**config.mk**
```make
export PLATFORM = sky130hd
export DESIGN_NAME = qrs_div_cell
export DESIGN_NICKNAME = d
export VERILOG_FILES = /design/src/hw/rtl/qrs_div_cell.sv
export SDC_FILE = /design/constraint.sdc
export NUM_CORES = 1
export LEC_CHECK = 0
export BUFFER_PORTS_ARGS = -buffer_cell sky130_fd_sc_hd__buf_2
export CAP_MARGIN = 20
export CORE_AREA = 2 2 161 100
export DETAILED_ROUTE_END_ITERATION = 10
export DIE_AREA = 0 0 163 102
export GPL_TIMING_DRIVEN = 0
export PLACE_DENSITY = 0.88
export SYNTH_ARGS = -nofsm -noshare
export SYNTH_HDL_FRONTEND = slang
export SYNTH_SLANG_ARGS = --single-unit
```
**constraint.sdc**
```tcl
create_clock -name clk -period 5.8 [get_ports clk]
set_input_delay 0.87 -clock clk [delete_from_list [all_inputs] [get_ports clk]]
set_output_delay 0.87 -clock clk [all_outputs]
set_load 0.005 [all_outputs]
```
**src/hw/rtl/qrs_div_cell.sv**
```systemverilog
// one restoring quotient bit of the pipelined divider
module qrs_div_cell #(
  parameter int NW     = 50,
  parameter int DENW   = 33,
  parameter int SIDE_W = 3
) (
  input  logic              clk,
  input  logic              rst,
  input  logic              en,
  input  logic              in_valid,
  input  logic [DENW-1:0]   in_rem,
  input  logic [NW-1:0]     in_q,
  input  logic [NW-1:0]     in_num,
  input  logic [DENW-1:0]   in_den,
  input  logic [SIDE_W-1:0] in_side,
  output logic              out_valid,
  output logic [DENW-1:0]   out_rem,
  output logic [NW-1:0]     out_q,
  output logic [NW-1:0]     out_num,
  output logic [DENW-1:0]   out_den,
  output logic [SIDE_W-1:0] out_side
);

  logic [DENW:0] r2;
  logic [DENW:0] diff;
  logic          ge;

  // shift in the next dividend bit and subtract when it fits
  assign r2   = {in_rem, in_num[NW-1]};
  assign diff = r2 - {1'b0, in_den};
  assign ge   = (r2 >= {1'b0, in_den});

  always_ff @(posedge clk) begin
    if (rst) begin
      out_valid <= 1'b0;
    end else if (en) begin
      out_valid <= in_valid;
    end
  end

  always_ff @(posedge clk) begin
    if (en) begin
      out_rem  <= ge ? diff[DENW-1:0] : r2[DENW-1:0];
      out_q    <= {in_q[NW-2:0], ge};
      out_num  <= {in_num[NW-2:0], 1'b0};
      out_den  <= in_den;
      out_side <= in_side;
    end
  end

endmodule

```
# Yosys cells after proc, flatten, opt, wreduce, memory -nomap -nowiden
# Index checks and enable logic that the tools add are counted.
dict set report totals {
  register_bits 169
  input_bits 173
  word_cells 9
}
dict set report op_classes {
  addsub 1
  magnitude_cmp 1
  mux 1
}
# op count
set ops {}
lappend ops {{34-bit by 33-bit >= comparator with 1-bit output} 1}
lappend ops {{33-bit two-way mux} 1}
lappend ops {{33-bit subtractor} 1}

# Logic depth before layout (Yosys ltp)
dict set report logic_depth {
  ltp_word 2
  mapped_depth 14
  ltp_nobuf 12
}

# Least setup slack after synthesis
# No wires, ideal clock.
dict set report synth_path {
  path_type {input to register}
  startpoint {input port in_num[49]}
  endpoint {register out_rem[1], data pin}
  setup_time_ns 0.260
  arrival_time_ns 3.179
  required_ns 5.540
  setup_slack_ns 2.361
  cell_stages 12
  n_path_buf 1
  cell_sequence {inv_1 -> ha_1 -> inv_1 -> fa_1 -> a21o_1 -> a221o_2 -> a21oi_2 -> o41a_4 -> o31ai_4 -> a41oi_2 -> buf_6 -> mux2_4}
}
dict set report synth_between {
  elab_chain_len 2
  elab_cells_between_ends 3
  classes_between {add/sub (1); order compare (1); mux (1)}
}
# element line_no
set synth_lines {}
lappend synth_lines {{start, declared} 13} ;# input logic [NW-1:0] in_num,
lappend synth_lines {{33-bit subtractor or 34-bit by 33-bit >= comparator with 1-bit output (tied branches)} {30, 31}}
lappend synth_lines {{33-bit two-way mux *} 43} ;# out_rem <= ge ? diff[DENW-1:0] : r2[DENW-1:0];
lappend synth_lines {{end signal, assigned} 43}
lappend synth_lines {{end, declared} 17} ;# output logic [DENW-1:0] out_rem,
# Every way passes the cells marked *; elsewhere a longest branch is shown, timed or not.
# A chain may end at the register's enable or synchronous reset.

# Final worst setup path
dict set report layout_path {
  startpoint {input port in_num[49]}
  endpoint {register out_rem[32], data pin}
}
# Same word-level chain as after synthesis.

==> flow_summary.ini <==
[min_path]
hold_class = register to register

[die]
die_w_um = 163
coreArea_sq_um = 15100
rows = 35
die_area_sq_um = 16600
die_h_um = 102
initial_core_util_pct = 49.5
io_pins = 343

[sta]
hold_violations = 0
max_clock_freq_mhz = 269
fin_worst_skew_ns = 0
rsz0062_at_grt = false
slew_headroom_pct = 56.0
slew_violations = 0
period_share_pct = 64.0
worstMarginPinSlew_ns = 0.660
report.final.setup_viol = 0
tns_ns = 0
period_needed_ns = 3.71

[clock_network]
cts_htree_levels = 4
cts_tree = done
clock_latency_ns = 0.42
clk_pin_slew_ns = 0.07
root_buffer = clkbuf_16
numCtsBuffers = 17
post_cts_buffers = 0
clock_path_buffers = 2
cts_resized = 0
cts_hold_buf = 0
clock-sinks = 169

[power_and_ir_drop]
p_leak_uw = 0.00449
max-vdd-ir-drop_v = 0.000201
power_density_nw_per_um2 = 316

[setup_path]
cp_max_fo = 4
worst_path_max_delay_cell = a21oi_1
max_stage_delay_ns = 0.44
cp.arrival_ns = 3.88
critPathTopFamily = compound AO/OA/AOI/OAI gates
cpMostUsedCell = inv_1
startpoint_type = primary input
path_cells = buf_2, inv_1, ha_1, inv_1, fa_1, a21o_1, a221o_2, a211oi_1, o21ai_0, a21oi_1, o311ai_0, xnor2_1, o21ai_1
crit_path_end_kind = register
crit_type = primary input to register
path_buf_inv = 3
r2r_slack_ns = 5.20
worstPathRequired_ns = 5.97

[yosys]
synthArstFlopShare_pct = 0
synth-seq-cells = 169
ys_types = 53
yosysTopAreaCellShare_pct = 67.4
synth.most_common_cell = edfxtp_1
synth_edf_count = 168
syn_avg_cell_area_sq_um = 13.9
ys.flop_type = edfxtp_1
syn-cell-area_sq_um = 7480
synth_area_leader_cell = edfxtp_1
synthTopCellsByArea = edfxtp_1 67%, ha_1 5.5%, nand2_1 3.0%
synth-seq-area-share_pct = 67.7
yosysWarnings = 0
synth_cells = 540
synth_commonest_cells = 168 x edfxtp_1, 59 x nand2_1, 42 x inv_1
syn_nets = 747

[cells_and_area]
drive_gt1_share_pct = 44.6
fin_util_pct = 66.8
areaGrowthSynthToFinish_pct = 34.9
nNetsFinal = 1107

[job]
maxCapViolations = 0

[drt]
firstDrtPassIters = 6
drc = 0
drt-initial-drc-count = 570
wl_per_cell_um = 17.8
vias = 5764
vias_per_cell = 5.15
antenna_left = 0
wl_mm = 19.9

[global_routing]
grt_pass1_vias = 5660
grt_max_degree = 102
gr-total-overflow = 0
grt_pass1_wl_mm = 29.2
antenna_found_initial = 3
track_usage_pct = 23.4

[placed_design]
place.gp.congestion = 0.908
io_buffers = 340
dpl.hpwl_mm = 15.6

[status]
status = completed
-- where the power goes --
part           switching (uW)  internal, uW  leakage (uW)
combinational             290           233       0.00254
clock                     534           625      0.000300
sequential               27.0          1480       0.00165
total                     850          2340       0.00449
-- tightest hold or removal path: stages (launching register included) --
cell	delay (ns)
dfxtp_1	0.33
mux2i_1	0.07
nor2_1	0.10
-- layer usage --
metal | up-vias | routed length [um] | track usage, %
met5 | - | 13 | 0
met4 | 2 | 354 | 7.28
met3 | 33 | 1740 | 7.79
met2 | 272 | 9800 | 40.6
met1 | 2712 | 8000 | 28.2
li1 | 2745 | - | -
-- cell usage in the layout, fill, tap and decap left out, types with 2 or more instances in the layout --
master / Yosys / layout
a211oi_1: 5 / 5
edfxtp_1: 168 / 168
ha_1: 33 / 33
nand3_1: 8 / 8
a31oi_1: 3 / 3
diode_2: 0 / 3
buf_6: 6 / 7
o21ai_0: 23 / 23
o21ai_2: 16 / 16
o31ai_1: 4 / 4
inv_8: 0 / 7
or3_1: 2 / 2
nor3_1: 5 / 5
clkbuf_16: 0 / 17
nor4_1: 4 / 4
o21ai_1: 6 / 6
o21bai_1: 6 / 6
o21a_1: 4 / 4
clkinv_4: 0 / 2
xnor2_1: 16 / 16
a21oi_1: 32 / 32
o211ai_1: 2 / 2
a2111oi_0: 2 / 2
nand4_1: 4 / 4
nand2b_1: 4 / 4
xor2_1: 12 / 12
nand2_1: 59 / 59
a21boi_0: 3 / 3
nor2_1: 21 / 21
clkbuf_1: 6 / 6
a21o_1: 12 / 12
and3_1: 7 / 7
inv_1: 42 / 42
clkinv_8: 0 / 3
buf_2: 2 / 341
-- logic make-up (layout without fill, tap and decap cells) --
group | Yosys count | in the layout | share of synthesized area, %
other | 1 | 4 | 0.0501
DFF | 169 | 169 | 67.7
buffers and inverters | 57 | 430 | 3.55
AOI/OAI and AO/OA | 132 | 132 | 12.3
adders and majority gates | 34 | 34 | 5.79
and+or+nand+nor | 117 | 117 | 6.98
muxes | 2 | 2 | 0.335
xor gates and xnor gates | 28 | 28 | 3.28
-- area by class of cell --
class | count | area (sq um)
fillers | 1159 | 5010
clock buffers | 17 | 425
diodes | 3 | 7.51
inverters | 42 | 158
well taps | 203 | 254
multi-input cells | 314 | 2150
repair buffers | 341 | 1740
plain buffers | 15 | 108
clock inverters | 15 | 191
flip-flops and latches | 169 | 5060
-- worst paths after layout --
path	start	endpoint	depth (start not counted)
worst max-delay path	in_num[49]	out_rem[32]$_DFFE_PP_	13
worst min-delay path	out_valid$_SDFFE_PP0P_	out_valid$_SDFFE_PP0P_	2
worst max register to register	out_valid$_SDFFE_PP0P_	out_valid$_SDFFE_PP0P_	2
worst min register to register	out_valid$_SDFFE_PP0P_	out_valid$_SDFFE_PP0P_	2
-- stage by stage --
step / instance area [sq um] / total power (uW) / cells / hold WS (ns) / setup slack [ns]
CTS: 10100 / 3210 / 1116 / 0.533 / 2.24
detailed placement: 9470 / 2050 / 1084 / 0.517 / 1.81
global placement: 9440 / 2030 / 1083 / 0.471 / 1.76
floorplan: 7480 / 1790 / 540 / 0.485 / 2.36
finish: 10100 / 3190 / 1119 / 0.535 / 2.09
global route: 10100 / 3320 / 1116 / 0.580 / 2.01
-- sequential cells by signal, summed over array words and instances (netlist names) --
register,flops
out_side,3
out_q,50
out_num,49
out_valid,1
out_rem,33
out_den,33
No activity file was read; power rests on OpenSTA's default activity.
