$ cat src/hw/rtl/qrs_sqrt_cell.sv
// one radix-2 digit of the pipelined square root
module qrs_sqrt_cell #(
  parameter int DW     = 66,
  parameter int SW     = 33,
  parameter int SIDE_W = 8
) (
  input  logic              clk,
  input  logic              rst,
  input  logic              en,
  input  logic              in_valid,
  input  logic [SW+1:0]     in_rem,
  input  logic [SW-1:0]     in_root,
  input  logic [DW-1:0]     in_d,
  input  logic [SIDE_W-1:0] in_side,
  output logic              out_valid,
  output logic [SW+1:0]     out_rem,
  output logic [SW-1:0]     out_root,
  output logic [DW-1:0]     out_d,
  output logic [SIDE_W-1:0] out_side
);

  logic [SW+1:0] r2;
  logic [SW+1:0] trial;
  logic          ge;

  // bring down the next two radicand bits and try a one digit
  assign r2    = {in_rem[SW-1:0], in_d[DW-1:DW-2]};
  assign trial = {in_root, 2'b01};
  assign ge    = (r2 >= trial);

  always_ff @(posedge clk) begin
    if (rst) begin
      out_valid <= 1'b0;
    end else if (en) begin
      out_valid <= in_valid;
    end
  end

  always_ff @(posedge clk) begin
    if (en) begin
      out_rem  <= ge ? (r2 - trial) : r2;
      out_root <= {in_root[SW-2:0], ge};
      out_d    <= {in_d[DW-3:0], 2'b00};
      out_side <= in_side;
    end
  end

endmodule

$ cat config.mk
export PLATFORM = sky130hd
export DESIGN_NAME = qrs_sqrt_cell
export DESIGN_NICKNAME = d
export VERILOG_FILES = /design/src/hw/rtl/qrs_sqrt_cell.sv
export SDC_FILE = /design/constraint.sdc
export NUM_CORES = 1
export LEC_CHECK = 0
export ABC_AREA = 1
export ABC_CLOCK_PERIOD_IN_PS = 3800
export BUFFER_PORTS_ARGS = -buffer_cell sky130_fd_sc_hd__buf_4
export CORE_MARGIN = 1
export CORE_UTILIZATION = 45
export DETAILED_ROUTE_END_ITERATION = 6
export PLACE_DENSITY = 0.83
export SETUP_SLACK_MARGIN = 0.02
export SKIP_CTS_REPAIR_TIMING = 1
export SLEW_MARGIN = 20
export SYNTH_ARGS = -nofsm -noshare
export SYNTH_HDL_FRONTEND = slang
export SYNTH_SLANG_ARGS = --single-unit
$ cat constraint.sdc
create_clock -name clk -period 3.8 [get_ports clk]
set_clock_uncertainty 0.1 [all_clocks]
set_input_delay 0.19 -clock clk [delete_from_list [all_inputs] [get_ports clk]]
set_output_delay 0.19 -clock clk [all_outputs]
set_load 0.02 [all_outputs]
Word level (Yosys, flattened, before mapping)
Index checks and enable logic that the tools add are counted.
{"block": "word_totals", "regBits": 141, "inputBits": 146, "wordCells": 8}
{"block": "classes", "add_sub_neg": 1, "n_lt_le_gt_ge": 1, "n_mux": 1}
{"cell": "$ge A35 B35 Y1", "count": 1}
{"cell": "$mux W35", "count": 1}
{"cell": "$sub A35 B35 Y35", "count": 1}

Longest topological paths before layout
Gate-level depths: netlist of run 1.
{"block": "logic_depth", "depth_word": 2, "mapped_depth": 16}

Least setup slack after synthesis of run 1
OpenSTA, ideal clock, no wires.
{"block": "synth_path", "path_type": "in2reg", "start": "in in_root[19]", "end": "reg out_rem[17], data pin", "arrival_time_ns": 1.605, "setup_slack_ns": 1.843, "cell_stages": 16, "path_buffers": 2, "path_cell_list": "inv_1 -> ha_1 -> nand2_1 -> inv_1 -> nand2_1 -> nand2_1 -> nand2_1 -> nand2_1 -> a21oi_1 -> nand2_1 -> nand2_1 -> nand2_2 -> buf_6 -> buf_12 -> nand2_2 -> nand2_1"}
{"block": "synth_between", "elab_chain_cells": 2}
{"item": "from (decl)", "line_no": "12", "rtl": "input logic [SW-1:0] in_root,"}
{"item": "$ge A35 B35 Y1", "line_no": "29", "rtl": "assign ge = (r2 >= trial);"}
{"item": "$mux W35", "line_no": "41", "rtl": "out_rem <= ge ? (r2 - trial) : r2;"}
{"item": "to (signal assigned)", "line_no": "41"}
{"item": "to (decl)", "line_no": "16", "rtl": "output logic [SW+1:0] out_rem,"}
Every way passes these cells.
A chain may end at the register's enable or synchronous reset.

Worst setup path after layout of run 1
{"block": "layout_path", "start": "in in_rem[15]", "end": "reg out_rem[21], data pin"}
{"block": "layout_between", "elab_chain_cells": 2, "word_cells_on_any_way": 3, "classes_between": "add/sub (1); order compare (1); mux (1)"}
{"item": "from (decl)", "line_no": "11", "rtl": "input logic [SW+1:0] in_rem,"}
{"item": "$sub A35 B35 Y35 / $ge A35 B35 Y1 (equally long branches)", "line_no": "41, 29"}
{"item": "$mux W35 *", "line_no": "41"}
Mark *: on every way between the ends. The rest lies on a longest branch, timed or not.

==> summary.md, run 1 <==
| Metric | Value |
|---|---|
| Outcome | finished with violations |
| Failing checks | hold timing |
| Clk buf depth | 2 |
| Root buf cell | clkbuf_16 |
| Mean Syn Cell Area | 9.21 um^2 |
| Netlist cell types | 31 |
| Crit Path Category | input pin to flip-flop |
| Initial antenna violation count | 4 |
| Cell breakdown of the critical path | dlygate4sd3_1 > buf_4 > ha_1 > nand2_1 > nor2_1 > nand2_1 > nor2_1 > nand2_1 > nand2_1 > nand2_1 > nand2_2 > buf_4 > nand3_1 > nand2_1 |
| Routed len/inst | 19.4 um |
| Final Max Tran Viols | 0 |
| CTS tree | built |
| Final #Nets | 1,433 |
| Hold Slack | -33.6 ps |
| Worst hold path class | input pin to flip-flop |
| Post-Syn Area | 7520 um^2 |
| Crit share post-route | 0.760 |
| Vias | 7,402 |
| Slew headroom | 0.330 |
| Routability Congestion | 0.846 |
| Area of the multi-input gates | 2640 um^2 |
| Post-layout min period | 2890 ps |
| Fill cells | 1,094 |
| Yosys warns | 0 |
| Initial Util | 0.467 |
| Placement Cell Area | 9850 um^2 |
| Chip Width | 131 um |
| Max VDD drop | 0.000349 V |
| Die H | 131 um |
| Global-route wire length before repair | 34,800 um |
| Slowest-stage cell, CP | dlygate4sd3_1 |
| Gr usage total | 0.268 |
| Via density | 4.98 |
| Detailed Place HPWL | 17,700 um |
| Port-buffer cells | 284 |
| Clock latency at the later pin of the worst-skew pair | 440 ps |
| Fin cells | 1,485 |
| Vias in the first global route | 6,325 |
| H-tree depth | 4 |
| Row cnt | 46 |
| Commonest cells after routing, fill and taps aside | buf_4 (286), nand2_1 (281), inv_1 (147) |
| Fin area | 11,800 um^2 |
| Register area | 4220 um^2 |
| Yosys top cell by area | edfxtp_1 |
| PwrDens | 420 nW/um^2 |
| Clk sinks | 141 |
| Die area | 17,200 um^2 |
| Worst Setup End Kind | flip-flop |
| DRC viols | 0 |
| Routed WL | 28,800 um |
| CP Data Required Time | 4010 ps |
| Dpl cells | 1,312 |
| Share of cells above drive strength 1 | 0.286 |
| Leakage power | 5.82 nW |
| Synthesis-to-layout area growth | 57.0% |
| Post-synth top area share | 0.559 |
| Max Freq | 346 MHz |
| Total CTS buffers | 17 |
| Pre-Repair DR Iteration Count | 5 |
| Violation count after the first detailed-route iteration | 613 |
| CP max stage delay | 570 ps |
| Sequential fraction of the synthesis area | 0.561 |
| RSZ-0062 raised after global routing | false |
| Max Cap Viol | 0 |
| Final Core Density | 0.733 |
| Core ar. | 16,100 um^2 |
| CP Data Arrival Time | 3090 ps |
| Slew @ Worst Pin | 1010 ps |
| CP startpoint kind | input pin |
| Met2 WL | 14,500 um |
| CTS clk-pin slew, worst paths | 70 ps |
| DRT antenna net count | 0 |
| Largest net degree at the start of global routing | 109 |
| Final setup fails | 0 |
| #FFs+latches synth | 141 |
| Syn Inst Count | 817 |
| Crit-path most repeated cell | nand2_1 |
| # IOs | 289 |
| Post-Route M1 WL | 10,900 um |
| Hold Vio Cnt, Final | 3 |
| CP max FO | 37 |
| Final TNS setup | 0 ps |
| Max layer used | met4 |
| Remaining global-route overflow | 0 |
| Top post-synthesis cells by area | edfxtp_1 (56%), nand2_1 (14%), inv_1 (7.3%) |
| Commonest non-fill, non-tap cell in the layout | buf_4 |
| Reg2reg setup slack | 2500 ps |
| Metal3 WL | 1960 um |
power breakdown:
group	switching (mW)	internal [mW]
combinational	0.754	0.535
clock	0.795	0.927
sequential	0.0586	1.89
per-layer routing:
layer,vias up,GRT usage
li1,3483,-
met1,3423,0.302
met2,418,0.488
met3,78,0.0691
met4,0,0.0943
met5,-,0
worst max-delay path, delay by kind of cell:
| kind | cells | cell delay (ps) |
|---|---|---|
| buffers and inverters | 3 | 1210 |
| and+or+nand+nor | 10 | 1270 |
| adders and majority gates | 1 | 360 |
synthesized netlist by cell type (all sizes together):
cell type / instances
o21ai: 14
and2: 1
nand2: 305
dfxtp: 1
o211ai: 1
nand3b: 2
xnor2: 1
inv: 149
nor3: 6
a21oi: 28
mux2i: 1
nor2: 57
a21boi: 1
nand3: 40
o21bai: 3
nand4: 5
xor2: 17
buf: 9
conb: 1
ha: 35
edfxtp: 140
layout make-up:
| cell class | instances | area share |
|---|---|---|
| diodes | 4 | 0.000847 |
| clock buffers | 17 | 0.0360 |
| clock inverters | 15 | 0.0129 |
| inverters | 149 | 0.0474 |
| multi-input cells | 519 | 0.224 |
| flip-flops and latches | 141 | 0.358 |
| well taps | 216 | 0.0229 |
| repair buffers | 424 | 0.299 |
stage by stage:
step / worst slack, ps / total power [mW]
floorplan: 1840 / 2.60
CTS: 1580 / 4.74
finish: 913 / 4.96
global route: 732 / 5.11
global placement: 1140 / 3.07
detailed placement: 1150 / 3.09
cell families (layout without fill, tap and decap cells):
family,Yosys count,in the layout,share of synthesized area
AO/OA/AOI/OAI,47,47,0.0329
XOR/XNOR,18,18,0.0210
adder cells (fa/ha/maj),35,35,0.0582
buffers and inverters,158,605,0.0881
flip-flops,141,141,0.561
multiplexers,1,1,0.00133
other,1,6,0.000498
AND/OR/NAND/NOR,416,416,0.236
final timing paths:
check	start	endpoint	depth (start not counted)
worst max register to register	out_valid	out_valid	3
worst min-delay path	in_rem[29]	out_rem[31]	3
worst min register to register	out_valid	out_valid	3
worst max-delay path	in_rem[15]	out_rem[21]	14
state kept, by name (all words and copies together), names as in the netlist:
name,count
out_d,64
out_rem,35
out_root,33
out_side,8
out_valid,1
No activity file was read; power rests on OpenSTA's default activity.
==> run 2, diff against run 1 <==
--- a/config.mk
+++ b/config.mk
@@ -6,7 +6,7 @@
 export NUM_CORES = 1
 export LEC_CHECK = 0
 export ABC_AREA = 1
-export ABC_CLOCK_PERIOD_IN_PS = 3800
+export ABC_CLOCK_PERIOD_IN_PS = 2750
 export BUFFER_PORTS_ARGS = -buffer_cell sky130_fd_sc_hd__buf_4
 export CORE_MARGIN = 1
 export CORE_UTILIZATION = 45
==> constraint.sdc (replaced) <==
create_clock -name clk -period 2.75 [get_ports clk]
set_clock_uncertainty 0.1 [all_clocks]
set_input_delay 0.1375 -clock clk [delete_from_list [all_inputs] [get_ports clk]]
set_output_delay 0.1375 -clock clk [all_outputs]
set_load 0.02 [all_outputs]
==> summary.md, run 2 (synthesis gave the netlist of run 1 again) <==
| Metric | Value |
|---|---|
| Commonest cells after routing, fill and taps aside | buf_4 (288), nand2_1 (281), inv_1 (147) |
| Share of cells above drive strength 1 | 0.286 (about the same) |
| Routed len/inst | 19.2 um (-1.2%) |
| Dpl cells | 1,316 (+0.30%) |
| # IOs | 289 (unchanged) |
| Number of flip-flops under the largest register name | 64 (unchanged) |
| Commonest non-fill, non-tap cell in the layout | buf_4 |
| CP bufs+invs | 4 (+1) |
| Clock share of power | 0.342 (-0.005) |
| Root buf cell | clkbuf_16 |
| Clock latency at the later pin of the worst-skew pair | 430 ps (about the same) |
| Final setup fails | 0 (unchanged) |
| Port-buffer cells | 284 (unchanged) |
| Pre-Repair DR Iteration Count | 5 (unchanged) |
| CTS tree | built |
| Met1 Resource Use GR | 0.306 (+0.00417) |
| DRC viols | 0 (unchanged) |
| Vias in the first global route | 6,224 (-1.6%) |
| Fin cells | 1,489 (+0.27%) |
| Largest net degree at the start of global routing | 65 (-40%) |
| Crit path max-delay family | buffers and inverters |
| CP Data Required Time | 2820 ps (-1190 ps) |
| Post-layout min period | 2560 ps |
| Met2 Use GR | 0.470 (-0.0177) |
| Vias | 7,363 (-0.53%) |
| Clk sinks | 141 (unchanged) |
| Die area | 17,200 um^2 (unchanged) |
| Combinational fraction of design power | 0.264 (+0.004) |
| Global-route wire length before repair | 34,600 um (-0.59%) |
| Sw Ratio | 0.310 (-0.0142) |
| Launch point of the worst path | in_root[15] |
| Worst hold path class | input pin to flip-flop |
| CP max FO | 18 (-51%) |
| Hold Slack | 27.2 ps (+60.9 ps) |
| Initial antenna violation count | 1 (-3) |
| CP Data Arrival Time | 2630 ps (-460 ps) |
| Routed WL | 28,500 um (-0.89%) |
| Outcome | completed |
| Largest regs | out_d (64), out_rem (35), out_root (33) |
| Final #Nets | 1,440 (+0.49%) |
| Slew headroom | 0.593 (+0.263) |
| Final Core Density | 0.738 (+0.00474) |
| Leakage power | 5.85 nW (+0.59%) |
| Routability Congestion | 0.909 (+7.5%) |
| Remaining global-route overflow | 0 (unchanged) |
| Total CTS buffers | 17 (unchanged) |
| Via density | 4.94 (-0.79%) |
| Placement Cell Area | 9910 um^2 (+0.56%) |
| H-tree depth | 4 (unchanged) |
| Clk buf depth | 2 (unchanged) |
| CTS clk-pin slew, worst paths | 60 ps (about the same) |
| P_sw | 2.12 mW (+32%) |
| Fin area | 11,900 um^2 (+0.65%) |
| Crit Path Category | input pin to flip-flop |
| Core ar. | 16,100 um^2 (unchanged) |
| Cell breakdown of the critical path | dlygate4sd3_1 > buf_4 > inv_1 > ha_1 > nand2_1 > nor2_1 > nand2_1 > nor2_1 > nand2_1 > nand2_1 > nand2_1 > nand2_2 > buf_4 > o21ai_0 |
| Met3 Use GR | 0.0718 (+0.00270) |
| Max Cap Viol | 0 (unchanged) |
| Die H | 131 um (unchanged) |
| Crit Reg-Reg Startpoint | out_valid |
| Crit share post-route | 0.931 |
| Row cnt | 46 (unchanged) |
| CP max stage delay | 590 ps (+20 ps) |
| Chip Width | 131 um (unchanged) |
| Slowest-stage cell, CP | dlygate4sd3_1 |
| RSZ-0062 raised after global routing | false |
| GR peak layer | met2 |
| Max Freq | 391 MHz |
| Hold Startpoint | in_d[65] |
| Detailed Place HPWL | 17,700 um (+0.11%) |
| PwrDens | 574 nW/um^2 (+37%) |
| DRT antenna net count | 0 (unchanged) |
| Worst Setup End Kind | flip-flop |
| Slew @ Worst Pin | 611 ps (-394 ps) |
| Int Pwr | 4.71 mW (+41%) |
| Crit-path most repeated cell | nand2_1 |
| Part of the power in registers | 0.394 (about the same) |
| Hold Vio Cnt, Final | 0 (-3) |
| Gr usage total | 0.265 (-0.00299) |
| Violation count after the first detailed-route iteration | 561 (-8.5%) |
| Final Max Tran Viols | 0 (unchanged) |
| CP startpoint kind | input pin |
| Max VDD drop | 0.000503 V (+44%) |
| Largest Register | out_d |
| Final TNS setup | 0 ps (unchanged) |
| Initial Util | 0.467 (unchanged) |
| Synthesis-to-layout area growth | 58.0% |
[run 2: worst min-delay path: stages]
cell and delay [ps]:
buf_4 90, inv_1 70, o21ai_0 150
[run 2: cell type report]
| class | instances | area, um^2 |
|---|---|---|
| fill | 1109 | 4230 |
| sequential | 141 | 4220 |
| timing repair buffer | 431 | 3610 |
| multi-input combinational | 519 | 2640 |
| inverter | 149 | 559 |
| clock buffer | 19 | 433 |
| tap | 216 | 270 |
| clock inverter | 13 | 144 |
| antenna | 1 | 2.50 |
[run 2: metal layers]
metal	share of wire	routed length [um]
met2	0.50	14400
met3	0.062	1770
met5	0	0
met4	0.045	1270
met1	0.39	11100
[run 2: through the flow]
step / setup slack (ps) / total power [mW]
after floorplan: 846 / 3.59
after global placement: 408 / 4.25
after detailed placement: 384 / 4.28
after CTS: 850 / 6.56
after global routing: 3.48 / 7.04
final: 190 / 6.83
[run 2: worst paths after layout]
check	to	slack, ps	cells past startpoint
min	out_rem[1]	30	3
min reg2reg	out_valid	990	3
max	out_rem[1]	190	14
max reg2reg	out_valid	1490	3
[run 2: power by group through the flow]
| stage | clock, mW | combinational (mW) | sequential [mW] |
|---|---|---|---|
| global placement | 0 | 1.55 | 2.70 |
| floorplan | 0 | 0.612 | 2.98 |
| finish | 2.33 | 1.80 | 2.69 |
| detailed placement | 0 | 1.57 | 2.71 |
| CTS | 2.31 | 1.58 | 2.67 |
| global route | 2.41 | 1.92 | 2.71 |
